<file path="config.mk">
export PLATFORM = sky130hd
export DESIGN_NAME = max_key_slot_queue
export DESIGN_NICKNAME = d
export VERILOG_FILES = /design/src/hdl/mksq_pkg.sv /design/src/hdl/mksq_best_tracker.sv /design/src/hdl/max_key_slot_queue.sv
export SDC_FILE = /design/constraint.sdc
export NUM_CORES = 1
export LEC_CHECK = 0
export BUFFER_PORTS_ARGS = -buffer_cell sky130_fd_sc_hd__buf_2
export CAP_MARGIN = 25
export CELL_PAD_IN_SITES_DETAIL_PLACEMENT = 2
export CELL_PAD_IN_SITES_GLOBAL_PLACEMENT = 2
export CORE_MARGIN = 5
export CORE_UTILIZATION = 45
export DETAILED_ROUTE_END_ITERATION = 8
export PLACE_DENSITY = 0.74
export SKIP_CTS_REPAIR_TIMING = 1
export SLEW_MARGIN = 10
export SYNTH_ARGS = -nofsm -noshare
export SYNTH_HDL_FRONTEND = slang
export SYNTH_SLANG_ARGS = --single-unit
export TNS_END_PERCENT = 30
</file>
<file path="constraint.sdc">
create_clock -name clk_i -period 7.4 [get_ports clk_i]
set_input_delay 0.74 -clock clk_i [delete_from_list [all_inputs] [get_ports clk_i]]
set_output_delay 0.74 -clock clk_i [all_outputs]
set_load 0.1 [all_outputs]
</file>
<file path="src/hdl/mksq_pkg.sv">
`timescale 1ns / 1ps

package mksq_pkg;

  localparam int SlotCountDef = 32;
  localparam int KeyW         = 16;
  localparam int SlotNumW     = 5;

  typedef enum logic [1:0] {
    FuncAdd     = 2'd0,
    FuncGet     = 2'd1,
    FuncFlush   = 2'd2,
    FuncRelease = 2'd3
  } func_e;

  typedef enum logic [1:0] {
    StOk      = 2'd0,
    StFull    = 2'd1,
    StEmpty   = 2'd2,
    StBadSlot = 2'd3
  } status_e;

  typedef enum logic [1:0] {
    StateIdle,
    StateAdd,
    StateGet,
    StateLast
  } state_e;

  typedef struct packed {
    func_e                func;
    logic [KeyW-1:0]      wave_height_bits;
    logic [SlotNumW-1:0]  slot_index;
  } cmd_t;

  typedef struct packed {
    status_e              status;
    logic [SlotNumW-1:0]  result_slot;
    logic                 found;
  } rsp_t;

  typedef struct packed {
    logic clear;
    logic sample;
  } best_ctl_t;

  function automatic logic key_qualifies(logic [KeyW-1:0] k);
    logic [KeyW-2:0] mag;
    mag = k[KeyW-2:0];
    if (mag > 15'h7C00) begin
      return 1'b0;
    end
    if (k[KeyW-1] && (mag != '0)) begin
      return 1'b0;
    end
    return 1'b1;
  endfunction

endpackage

</file>
<file path="src/hdl/mksq_best_tracker.sv">
`timescale 1ns / 1ps

module mksq_best_tracker import mksq_pkg::*; #(
  parameter int IdxW = 5
) (
  input  logic              clk_i,
  input  logic              rst_ni,
  input  best_ctl_t         ctl_i,
  input  logic [IdxW-1:0]   idx_i,
  input  logic [KeyW-1:0]   key_i,
  output logic              have_o,
  output logic [IdxW-1:0]   idx_o
);

  logic            have_q, have_d;
  logic [KeyW-2:0] mag_q, mag_d;
  logic [IdxW-1:0] idx_q, idx_d;

  always_comb begin
    have_d = have_q;
    mag_d  = mag_q;
    idx_d  = idx_q;
    if (ctl_i.clear) begin
      have_d = 1'b0;
      mag_d  = '0;
      idx_d  = '0;
    end else if (ctl_i.sample && key_qualifies(key_i) && (key_i[KeyW-2:0] >= mag_q)) begin
      have_d = 1'b1;
      mag_d  = key_i[KeyW-2:0];
      idx_d  = idx_i;
    end
  end

  always_ff @(posedge clk_i or negedge rst_ni) begin
    if (!rst_ni) begin
      have_q <= 1'b0;
      mag_q  <= '0;
      idx_q  <= '0;
    end else begin
      have_q <= have_d;
      mag_q  <= mag_d;
      idx_q  <= idx_d;
    end
  end

  assign have_o = have_d;
  assign idx_o  = idx_d;

endmodule

</file>
<file path="src/hdl/max_key_slot_queue.sv">
`timescale 1ns / 1ps
// Flush, release, add to a full table and get on an empty table finish from idle without a scan.
// Add: scans the valid bits for the first free slot, one slot of the valid scan per cycle.
// Get: reads every slot, one key memory read per cycle plus one compare stage.
// One command at a time; busy stays high while a scan runs.
// Reset clears all valid bits and the count; key memory content is not cleared.
// The result beat shows for one cycle on done_o; the receiver cannot stall.

module max_key_slot_queue import mksq_pkg::*; #(
  parameter int SLOT_COUNT = SlotCountDef
) (
  input  logic clk_i,
  input  logic rst_ni,
  input  logic start,
  output logic busy,
  input  cmd_t cmd_i,
  output logic done_o,
  output rsp_t rsp_o
);

  localparam int IdxW = (SLOT_COUNT > 1) ? $clog2(SLOT_COUNT) : 1;
  localparam int CntW = $clog2(SLOT_COUNT + 1);
  localparam logic [IdxW-1:0] LastIdx  = IdxW'(SLOT_COUNT - 1);
  localparam logic [CntW-1:0] FullCnt  = CntW'(SLOT_COUNT);

  state_e                state_q, state_d;
  logic [IdxW-1:0]       scan_q, scan_d;
  logic [SLOT_COUNT-1:0] valid_q, valid_d;
  logic [CntW-1:0]       count_q, count_d;
  logic [KeyW-1:0]       key_q, key_d;
  logic                  done_q, done_d;
  rsp_t                  rsp_q, rsp_d;

  logic                  wr_en, rd_en;
  logic                  rd_pend_q, rd_sv_q;
  logic [IdxW-1:0]       rd_idx_q;
  logic [KeyW-1:0]       rd_data_q;
  logic [IdxW-1:0]       rel_idx;
  logic                  rel_ok;
  best_ctl_t             best_ctl;
  logic                  best_have;
  logic [IdxW-1:0]       best_idx;

  logic [KeyW-1:0]       key_mem [SLOT_COUNT];

  assign rel_idx = IdxW'(cmd_i.slot_index);
  assign rel_ok  = (32'(cmd_i.slot_index) < SLOT_COUNT) && valid_q[rel_idx];

  always_comb begin
    state_d         = state_q;
    scan_d          = scan_q;
    valid_d         = valid_q;
    count_d         = count_q;
    key_d           = key_q;
    done_d          = 1'b0;
    rsp_d           = '0;
    rsp_d.status    = StOk;
    wr_en           = 1'b0;
    rd_en           = 1'b0;
    best_ctl.clear  = 1'b0;
    best_ctl.sample = rd_pend_q && rd_sv_q;
    unique case (state_q)
      StateIdle: begin
        if (start) begin
          unique case (cmd_i.func)
            FuncAdd: begin
              if (count_q >= FullCnt) begin
                done_d       = 1'b1;
                rsp_d.status = StFull;
              end else begin
                key_d   = cmd_i.wave_height_bits;
                scan_d  = '0;
                state_d = StateAdd;
              end
            end
            FuncGet: begin
              if (count_q == '0) begin
                done_d       = 1'b1;
                rsp_d.status = StEmpty;
              end else begin
                scan_d         = '0;
                best_ctl.clear = 1'b1;
                state_d        = StateGet;
              end
            end
            FuncFlush: begin
              valid_d = '0;
              count_d = '0;
              done_d  = 1'b1;
            end
            FuncRelease: begin
              done_d = 1'b1;
              if (rel_ok) begin
                valid_d[rel_idx] = 1'b0;
                count_d          = count_q - CntW'(1);
              end else begin
                rsp_d.status = StBadSlot;
              end
            end
            default: ;
          endcase
        end
      end
      StateAdd: begin
        if (!valid_q[scan_q]) begin
          wr_en             = 1'b1;
          valid_d[scan_q]   = 1'b1;
          count_d           = count_q + CntW'(1);
          done_d            = 1'b1;
          rsp_d.result_slot = SlotNumW'(scan_q);
          rsp_d.found       = 1'b1;
          state_d           = StateIdle;
        end else if (scan_q == LastIdx) begin
          done_d       = 1'b1;
          rsp_d.status = StFull;
          state_d      = StateIdle;
        end else begin
          scan_d = scan_q + IdxW'(1);
        end
      end
      StateGet: begin
        rd_en = 1'b1;
        if (scan_q == LastIdx) begin
          state_d = StateLast;
        end else begin
          scan_d = scan_q + IdxW'(1);
        end
      end
      StateLast: begin
        done_d            = 1'b1;
        rsp_d.found       = best_have;
        rsp_d.result_slot = best_have ? SlotNumW'(best_idx) : '0;
        state_d           = StateIdle;
      end
      default: state_d = StateIdle;
    endcase
  end

  always_ff @(posedge clk_i or negedge rst_ni) begin
    if (!rst_ni) begin
      state_q   <= StateIdle;
      scan_q    <= '0;
      valid_q   <= '0;
      count_q   <= '0;
      done_q    <= 1'b0;
      rd_pend_q <= 1'b0;
    end else begin
      state_q   <= state_d;
      scan_q    <= scan_d;
      valid_q   <= valid_d;
      count_q   <= count_d;
      done_q    <= done_d;
      rd_pend_q <= rd_en;
    end
  end

  always_ff @(posedge clk_i) begin
    key_q    <= key_d;
    rsp_q    <= rsp_d;
    rd_idx_q <= scan_q;
    rd_sv_q  <= valid_q[scan_q];
  end

  always_ff @(posedge clk_i) begin
    if (wr_en) begin
      key_mem[scan_q] <= key_q;
    end
  end

  always_ff @(posedge clk_i) begin
    if (rd_en) begin
      rd_data_q <= key_mem[scan_q];
    end
  end

  mksq_best_tracker #(
    .IdxW (IdxW)
  ) u_best (
    .clk_i  (clk_i),
    .rst_ni (rst_ni),
    .ctl_i  (best_ctl),
    .idx_i  (rd_idx_q),
    .key_i  (rd_data_q),
    .have_o (best_have),
    .idx_o  (best_idx)
  );

  assign busy   = (state_q != StateIdle);
  assign done_o = done_q;
  assign rsp_o  = rsp_q;

  a_count_matches: assert property (@(posedge clk_i) disable iff (!rst_ni)
    32'(count_q) == $countones(valid_q))
    else $error("count differs from number of valid slots");

  a_count_bound: assert property (@(posedge clk_i) disable iff (!rst_ni)
    32'(count_q) <= SLOT_COUNT)
    else $error("count exceeds slot count");

  a_found_ok: assert property (@(posedge clk_i) disable iff (!rst_ni)
    done_o && rsp_o.found |-> rsp_o.status == StOk)
    else $error("found set with error status");

  a_done_cause: assert property (@(posedge clk_i) disable iff (!rst_ni)
    done_q |-> $past(start && !busy) || $past(busy))
    else $error("result beat without a command");

  a_read_in_get: assert property (@(posedge clk_i) disable iff (!rst_ni)
    state_q == StateLast |-> rd_pend_q)
    else $error("last compare without pending read");

endmodule

</file>
==> Word-level counts from Yosys, hierarchy flattened <==
Memories as Yosys holds them, arrays and structs flattened. A register that Yosys moved wholly into a read port is not among the register bits.
Cells that the tools add are included.
{ "word_totals": {"ram_bits": 512, "output_inout_bits": 10, "latchBits": 0, "register_bits": 98, "mem_bits_ro": 0, "n_memories": 1, "in_bits": 26, "word_cells": 142} }
{ "classes": {"n_lt_le_gt_ge": 7, "mux": 76, "n_reduce_logical": 19, "n_bitwise": 4, "add_sub_neg": 3, "multipliers": 0, "n_eq_ne": 17, "n_div": 0, "n_shift": 0} }
{ "memory_table": {"columns": ["memory", "words", "width", "read_ports", "rd_ports_with_merged_regs", "write_ports", "line", "rtl"], "rows": [
  ["key_mem", 32, 16, 1, 1, 1, "max_key_slot_queue.sv:44", "logic [KeyW-1:0] key_mem [SLOT_COUNT];"]
]} }
{ "op_table": {"columns": ["operator", "count"], "rows": [
  ["case mux 32 bit (2 select lines)", 2],
  ["two-way mux 32 bit", 3],
  ["two-way mux 5 bit", 8],
  ["case mux 6 bit (2 select lines)", 3],
  ["AND 32 bit", 1],
  ["two-way mux 1 bit", 32],
  ["NOT 32 bit", 1],
  ["OR 32 bit", 1],
  ["two-way mux 15 bit", 2],
  ["two-way mux 6 bit", 4],
  ["two-way mux 2 bit", 10],
  [">= comparator 15 bit", 1],
  ["greater-than comparator 15 bit (second input constant)", 1],
  ["case mux 5 bit (3 select lines)", 1],
  ["nonzero test 15 bit", 1],
  ["< comparator 5 x 6 -> 1 bit (second input constant)", 2],
  ["inequality test 3 bit (second input constant)", 4],
  ["AND reduction 6 bit", 2],
  ["binary-select mux 1 bit (select 5 bit)", 2],
  ["demux 1 bit (select 5 bit)", 2],
  [">= comparator 5 x 1 -> 1 bit (second input constant)", 2],
  ["case mux 5 bit (2 select lines)", 1],
  ["equality test 2 bit (second input constant)", 4],
  ["inequality test 2 bit (second input constant)", 4],
  ["20 further kinds", 32]
]} }

==> Longest topological paths before layout <==
Gate-level depths: netlist of the first run.
{ "logic_depth": {"depth_word": 17, "mapped_depth": 11, "depth_no_buf": 9} }

==> Modules after synthesis <==
A second synthesis of the first run with hierarchy kept.
{ "unflattened": {"hier_cells": 1412, "hier_area_um2": 25426.9} }
{ "modules_own_cells": {"columns": ["mod", "cells_each", "area_per_inst_um2", "seq_area_each_um2", "n_inst"], "rows": [
  ["max_key_slot_queue", 1261, 23920.4, 17792.1, 1],
  ["mksq_best_tracker", 151, 1506.4, 525.5, 1]
]} }

==> Worst setup path before layout of the first run <==
OpenSTA, ideal clock, no wires.
{ "synth_path": {"path_type": "register to register", "startpoint": "register scan_q[1]", "endpoint": "memory key_mem[0][0], enable pin", "arrival_time_ns": 2.664, "t_required_ns": 7.012, "setup_slack_ns": 4.348, "setup_ns": 0.388, "period_less_slack_ns": 3.052, "n_path_buf": 2, "path_stages_with_launch": 9, "path_cell_list": "dfrtp_1 > buf_4 > mux4_2 > mux2i_1 > o31ai_2 > buf_6 > nor2_2 > nand2_1 > nor2_1"} }
{ "synth_via": {"elab_chain_len": 6} }
{ "synth_rtl": {"columns": ["element", "line", "rtl"], "rows": [
  ["start, declared", "max_key_slot_queue.sv:27", "logic [IdxW-1:0] scan_q, scan_d;"],
  ["start signal, assigned", "max_key_slot_queue.sv:149", "scan_q <= scan_d;"],
  ["binary-select mux 1 bit (select 5 bit)", "max_key_slot_queue.sv:105", "if (!valid_q[scan_q]) begin"],
  ["two-way mux 1 bit (not written as such)", "max_key_slot_queue.sv:105", null],
  ["two-way mux 1 bit", "max_key_slot_queue.sv:105", null],
  ["two-way mux 1 bit", "max_key_slot_queue.sv:62", "unique case (state_q)"],
  ["two-way mux 1 bit", "max_key_slot_queue.sv:165", "if (wr_en) begin"],
  ["two-way mux 1 bit (not written as such)", "max_key_slot_queue.sv:166", "key_mem[scan_q] <= key_q;"],
  ["end, declared", "max_key_slot_queue.sv:44", null]
]} }
Several ways; a longest one is shown, not always the timed one. The select of a mux whose other input is x is not followed.

==> Final worst setup path of the first run <==
{ "layout_path": {"startpoint": "register scan_q[3]", "endpoint": "memory key_mem[10][6], enable pin"} }
The elaborated chain is that of the path after synthesis.

==> reports/results.ini, run 1 <==
[run_status]
status = complete, no violations

[cells_and_area]
drive_gt1_share_pct = 23.0
diodes = 0
regArea_mm2 = 0.0183
layout.nets = 1561
multiInputGateArea_mm2 = 0.00664
stdcell_area_mm2 = 0.0292
fillers = 4966
area_growth_pct = 14.4

[yosys]
avgSynthCellArea_um2 = 18.0
async_reset_ff_share_pct = 10.9
synth_cells = 1413
synth_seq_area_share_pct = 71.9
synth_seq_cells = 626
syn_nets = 1466
synth_top_area_share_pct = 64.1
yosysWarnings = 0
synth.area.top_cells = edfxtp_1 64%, mux4_2 12%, dfrtp_1 6.7%, mux2i_1 2.9%, ha_1 1.3%
yosysUniqueCellTypes = 64
synth-main-ff-cell = edfxtp_1
netlist_area_mm2 = 0.0255
yosysTopAreaCell = edfxtp_1
synth_edf_count = 544

[placement]
place.port_buffers = 35
gp_congestion = 0.816
dp_hpwl_mm = 48.4
place_area_mm2 = 0.0267
place_ws_ns = 2.86

[sta]
final_hold_viol_count = 0
min_period_ns = 4.68
rsz0062_at_grt = false
post-route-period-util_pct = 63.3
max_slew_margin_pct = 20.7
tightest_slew_ns = 1.19
tns_ns = 0
fmaxAchievable_ghz = 0.214
clock_skew_ns = 0.0591
setup_viol = 0
setup_slack_ns = 2.72
finalMaxSlewViolations = 0

[routing]
vias_per_cell = 6.29
num_vias = 14600
drt_wl_total_mm = 79.2
postRouteAntennaNets = 0
met3_length_mm = 4.89
firstDrtPassIters = 5
route.detailed.drc = 0
post_drt_wl_per_cell_um = 34.2
highest-signal-layer = met4
drt_iter0_drc = 1475
drt-met1-wl_mm = 32.0
wl_met2_mm = 39.2

[critical_path]
cp-start-kind = register
critPathRequiredTime_ns = 7.72
worstSetupPathType = reg2reg
endpoint_kind = register
worst-endpoint-arrival_ns = 5.00
cp_max_fo = 21

[grt]
overflow = 0
grtUsageTotal_pct = 25.8
grt_pass1_vias = 15600
antenna_found_initial = 0
grt_start_max_net_pins = 69
grt_pass1_wl_mm = 114

[floorplanning]
initial_core_util_pct = 45.3
die_h_um = 248
die_w_um = 248
ios = 36
dieArea_mm2 = 0.0615
fp-row-count = 87
coreArea_mm2 = 0.0563

[cts]
numCtsBuffers = 69
clkTransAtPathRegs_ns = 0.06
clk_latency_ns = 0.65
clockRootBuffer = clkbuf_16
htree_levels = 3
cts_tree = built
cts.path.max_buffers = 3
cts_sinks = 626

[power]
leakage_uw = 0.00967
irDropWorstVdd_v = 0.000245
power.density_mw_per_mm2 = 342
total_power_uw = 9960

[worst_hold_path]
hp-class = in2async

[run]
cap_violations = 0

## final timing paths
kind | startpoint | endpoint | slack, ns | cells past startpoint
setup / recovery | scan_q[3]$_DFFE_PN0P_ | key_mem[10][6]$_DFFE_PP_ | 2.72 | 8
max in group asynchronous | rst_ni | scan_q[0]$_DFFE_PN0P_ | 6.61 | 3
hold / removal | rst_ni | valid_q[20]$_DFFE_PN0P_ | 0.18 | 2
min in group clk_i | cmd_i[10] | key_q[5]$_DFFE_PP_ | 0.29 | 1
hold reg to reg | rd_idx_q[2]$_DFF_P_ | u_best.idx_q[2]$_DFF_PN0_ | 0.51 | 2
setup reg to reg | scan_q[3]$_DFFE_PN0P_ | key_mem[10][6]$_DFFE_PP_ | 2.72 | 8
## sequential cells by signal, indices dropped and copies added, names as in the netlist
name,cells
u_best.idx_q,5
rd_data_q,16
rsp_o,8
count_q,6
valid_q,32
scan_q,5
state_q,2
done_o,1
rd_sv_q,1
u_best.have_q,1
key_mem,512
rd_pend_q,1
u_best.mag_q,15
key_q,16
rd_idx_q,5
## critical path: stages (launching register included)
cell,delay (ns)
dfrtp_1,0.71
nand2_1,0.76
o32ai_1,0.19
a21oi_1,0.25
nand3_1,0.30
nor2_2,0.47
nand2_1,0.35
nor2_1,0.98
buf_4,0.37
## layout make-up
type / count / share of cell area [%]
inverters: 36 / 0.463
clock buffers: 89 / 6.29
repair buffers: 103 / 3.22
clock inverters: 35 / 1.19
flip-flops and latches: 626 / 62.8
well taps: 756 / 3.24
multi-input cells: 672 / 22.8
## per-stage QoR
stage	hold WS (ns)	instances	util, %
after floorplan	0.356	1413	-
after global placement	0.491	2173	47.2
after detailed placement	0.500	2180	47.5
after CTS	0.257	2304	51.3
after global routing	0.204	2317	51.8
final	0.181	2317	51.8
## cells in the mapped netlist, types with 10 or more instances
cell type and count:
clkbuf_1 26, o211ai_1 12, buf_2 27, nand4_1 10
dfrtp_1 68, a21oi_1 44, nor2_1 80, o21ai_0 52
nand2_1 28, edfxtp_1 544, mux4_2 131, a22oi_1 34
ha_1 27, nand3_1 25, a31oi_1 34, o22ai_1 13
inv_1 35, buf_1 12, mux2i_1 73, dfxtp_1 14
## layout by cell type (no fill, tap or decap), types with 14 or more instances in the layout
master | synthesis | final
edfxtp_1 | 544 | 544
mux4_2 | 131 | 131
nor2_1 | 80 | 80
mux2i_1 | 73 | 73
clkbuf_16 | 0 | 73
dfrtp_1 | 68 | 66
o21ai_0 | 52 | 52
buf_4 | 6 | 50
a21oi_1 | 44 | 44
inv_1 | 35 | 35
buf_2 | 27 | 35
a22oi_1 | 34 | 34
a31oi_1 | 34 | 34
nand2_1 | 28 | 28
ha_1 | 27 | 26
nand3_1 | 25 | 25
clkbuf_1 | 26 | 18
clkinv_1 | 1 | 15
dfxtp_1 | 14 | 14
## report_power, final
part / switching [µW] / internal (µW)
Combinational: 1380 / 870
Clock: 1470 / 1910
Sequential: 246 / 4080
## cells by family (layout without fill, tap and decap cells)
| family | count (synthesis) | in the layout | synth area share (%) |
|---|---|---|---|
| simple gates | 209 | 209 | 4.13 |
| compound gates | 222 | 222 | 5.61 |
| fa+ha+maj | 27 | 27 | 1.33 |
| flops | 626 | 626 | 71.9 |
| buf+inv | 115 | 263 | 2.15 |
| mux | 214 | 214 | 14.9 |
## per-layer routing
| layer | global-route usage, % | vias up |
|---|---|---|
| met4 | 9.74 | 0 |
| met2 | 42.7 | 613 |
| met1 | 33.7 | 7910 |
| met3 | 5.87 | 142 |
| met5 | 0 | - |
| li1 | - | 5905 |
No activity file was read; power rests on OpenSTA's default activity.
==> run 2, diff against run 1 <==
==> constraint.sdc (replaced) <==
create_clock -name clk_i -period 4.65 [get_ports clk_i]
set_input_delay 0.465 -clock clk_i [delete_from_list [all_inputs] [get_ports clk_i]]
set_output_delay 0.465 -clock clk_i [all_outputs]
set_load 0.1 [all_outputs]
==> run 2 against run 1 <==
The flow now finishes with violations (negative hold slack). Critical path depth did not move. Maximum frequency rose by 18%. Design area fell by 0.51%. Sequential share of layout area rose by 0.33 points. Clock skew fell by 0.014 ns. Flip-flop and latch count did not move. Critical path type unchanged.
==> reports/results.ini, run 2 (synthesis gave the netlist of run 1 again) <==
[floorplanning]
die_w_um = 248  ; unchanged
fp-row-count = 87  ; unchanged
ios = 36  ; unchanged
coreArea_mm2 = 0.0563  ; unchanged
die_h_um = 248  ; unchanged
dieArea_mm2 = 0.0615  ; unchanged
initial_core_util_pct = 45.3  ; unchanged

[routing]
postRouteAntennaNets = 0  ; unchanged
num_vias = 14300  ; was 14600
firstDrtPassIters = 5  ; unchanged
route.detailed.drc = 0  ; unchanged
post_drt_wl_per_cell_um = 33.4  ; was 34.2 µm
drt_wl_total_mm = 77.5  ; was 79.2 mm
drt_iter0_drc = 1435  ; was 1475
vias_per_cell = 6.19  ; was 6.29

[critical_path]
cpPeakStageDelay_ns = 0.75  ; was 0.98 ns
cp_max_fo = 19  ; was 21
slowest_stage = dfrtp_1  ; was nor2_1
cp-start-kind = register  ; unchanged
endpoint_kind = register  ; unchanged
worst-endpoint-arrival_ns = 4.22  ; was 5.00 ns
r2r_slack_ns = 0.68  ; was 2.72 ns
critPathRequiredTime_ns = 4.90  ; was 7.72 ns
path_cells = nand3b_1, o22ai_1, a21oi_1, nand3_1, nor2_2, nand2_1, nor2_1, buf_4  ; was nand2_1, o32ai_1, a21oi_1, nand3_1, nor2_2, nand2_1, nor2_1, buf_4
worstSetupPathType = reg2reg  ; unchanged

[sta]
min_period_ns = 3.97  ; was 4.68 ns
clock_skew_ns = 0.0456  ; was 0.0591 ns
post-route-period-util_pct = 85.3  ; was 63.3%
hold_ws_ns = -0.00587  ; was 0.181 ns
setup_slack_ns = 0.683  ; was 2.72 ns
finalMaxSlewViolations = 0  ; unchanged
setup_viol = 0  ; unchanged
max_slew_margin_pct = 32.2  ; was 20.7%
tns_ns = 0  ; unchanged
fmaxAchievable_ghz = 0.252  ; was 0.214 GHz
tightest_slew_ns = 1.02  ; was 1.19 ns
rsz0062_at_grt = false  ; unchanged
final_hold_viol_count = 6  ; was 0

[placement]
place_ws_ns = 0.888  ; was 2.86 ns
gp_congestion = 0.913  ; was 0.816
place.port_buffers = 35  ; unchanged
dp_hpwl_mm = 48.4  ; about the same

[power]
internal-power_uw = 10900  ; was 6860 µW
p_clk_share_pct = 33.5  ; was 34.0%
power.density_mw_per_mm2 = 547  ; was 342 mW/mm²
irDropWorstVdd_v = 0.000427  ; was 0.000245 V
total_power_uw = 15900  ; was 9960 µW
power_frac_comb_pct = 23.8  ; was 22.6%
leakage_uw = 0.00962  ; was 0.00967 µW
power.switching_uw = 4950  ; was 3100 µW
netSwitchingFraction_pct = 31.2  ; about the same
seqPwrFrac_pct = 42.7  ; was 43.4%

[cells_and_area]
reg_top3 = key_mem (512), valid_q (32)  ; unchanged
layout.nets = 1564  ; was 1561
final_cell_mix = 544 x edfxtp_1, 131 x mux4_2, 80 x nor2_1, 73 x mux2i_1, 70 x clkbuf_16  ; was 544 x edfxtp_1, 131 x mux4_2, 80 x nor2_1, 73 x mux2i_1, 73 x clkbuf_16
final_common_cell = edfxtp_1  ; unchanged
largest_reg_flops = 512  ; unchanged
drive_gt1_share_pct = 22.9  ; was 23.0%
diodes = 0  ; unchanged
top_register = key_mem  ; unchanged
area_growth_pct = 13.9  ; was 14.4%

[run_status]
status = finished, violations left  ; was complete, no violations
violations = negative hold slack

[grt]
grtUsageTotal_pct = 25.7  ; was 25.8%
antenna_found_initial = 2  ; was 0
grt_pass1_vias = 15500  ; was 15600
grt_start_max_net_pins = 131  ; was 69
grt_pass1_wl_mm = 114  ; about the same
overflow = 0  ; unchanged

[cts]
cts_tree = built  ; unchanged
clockRootBuffer = clkbuf_16  ; unchanged
clk_latency_ns = 0.62  ; was 0.65 ns
clkTransAtPathRegs_ns = 0.07  ; was 0.06 ns
htree_levels = 3  ; unchanged
cts_sinks = 626  ; unchanged
numCtsBuffers = 68  ; was 69
cts.path.max_buffers = 3  ; unchanged

[worst_hold_path]
hp-class = in2async  ; unchanged

[run]
cap_violations = 0  ; unchanged

==> run 2: cell types whose count changed in the layout (fill, tap and decap cells not counted), moves of 3 or more <==
cell and delta:
buf_8 -4, buf_4 +9, clkbuf_16 -3, buf_16 -5, clkbuf_1 -5, dlygate4sd3_1 +3
==> run 2: final timing paths <==
kind                                       start                   endpoint  depth (start not counted)
setup / recovery           scan_q[4]$_DFFE_PN0P_   key_mem[18][6]$_DFFE_PP_                          8
hold / removal                            rst_ni    valid_q[17]$_DFFE_PN0P_                          1
setup reg to reg           scan_q[4]$_DFFE_PN0P_   key_mem[18][6]$_DFFE_PP_                          8
hold reg to reg              rd_idx_q[3]$_DFF_P_  u_best.idx_q[3]$_DFF_PN0_                          2
max in group asynchronous                 rst_ni      scan_q[0]$_DFFE_PN0P_                          2
min in group clk_i                      cmd_i[6]         key_q[1]$_DFFE_PP_                          1
==> run 2: metrics by stage <==
step	instance area [µm²]	cells	utilization, %	hold slack, ns
5_1_grt	29000	2317	51.6	0.00224
2_1_floorplan	25500	1413	-	0.169
6_report	29000	2317	51.6	-0.00587
3_5_place_dp	26800	2193	47.6	0.512
4_1_cts	29000	2313	51.5	-0.00604
3_3_place_gp	26700	2186	47.4	0.492
==> run 2: power by group through the flow <==
stage          logic (µW)  registers [µW]  clock network, µW
6_report             3770            6780               5320
5_1_grt              4020            6820               5710
4_1_cts              3780            6780               5420
3_5_place_dp         3740            6880                  0
3_3_place_gp         3570            6860                  0
2_1_floorplan        2510            6870                  0
==> run 2: layout make-up <==
type                       count  area [µm²]
fill                        4934       27300
sequential                   626       18300
multi-input combinational    672        6630
clock buffer                  84        1810
tap                          756         946
timing repair buffer         107         827
clock inverter                36         337
inverter                      36         135
==> run 2: metal layers <==
metal	part of all wire (%)	global-route usage [%]	routed length, µm
met1	41	35.0	31800
met2	51	43.5	39300
met4	2.6	6.43	2050
met3	5.5	4.63	4280
met5	0	0	0
==> run 2: worst max-delay path: cells and delay by family (launching register included) <==
kind / cells / cell delay [ns]
simple gates: 5 / 2.07
flops: 1 / 0.75
compound gates: 2 / 0.45
buf+inv: 1 / 0.32
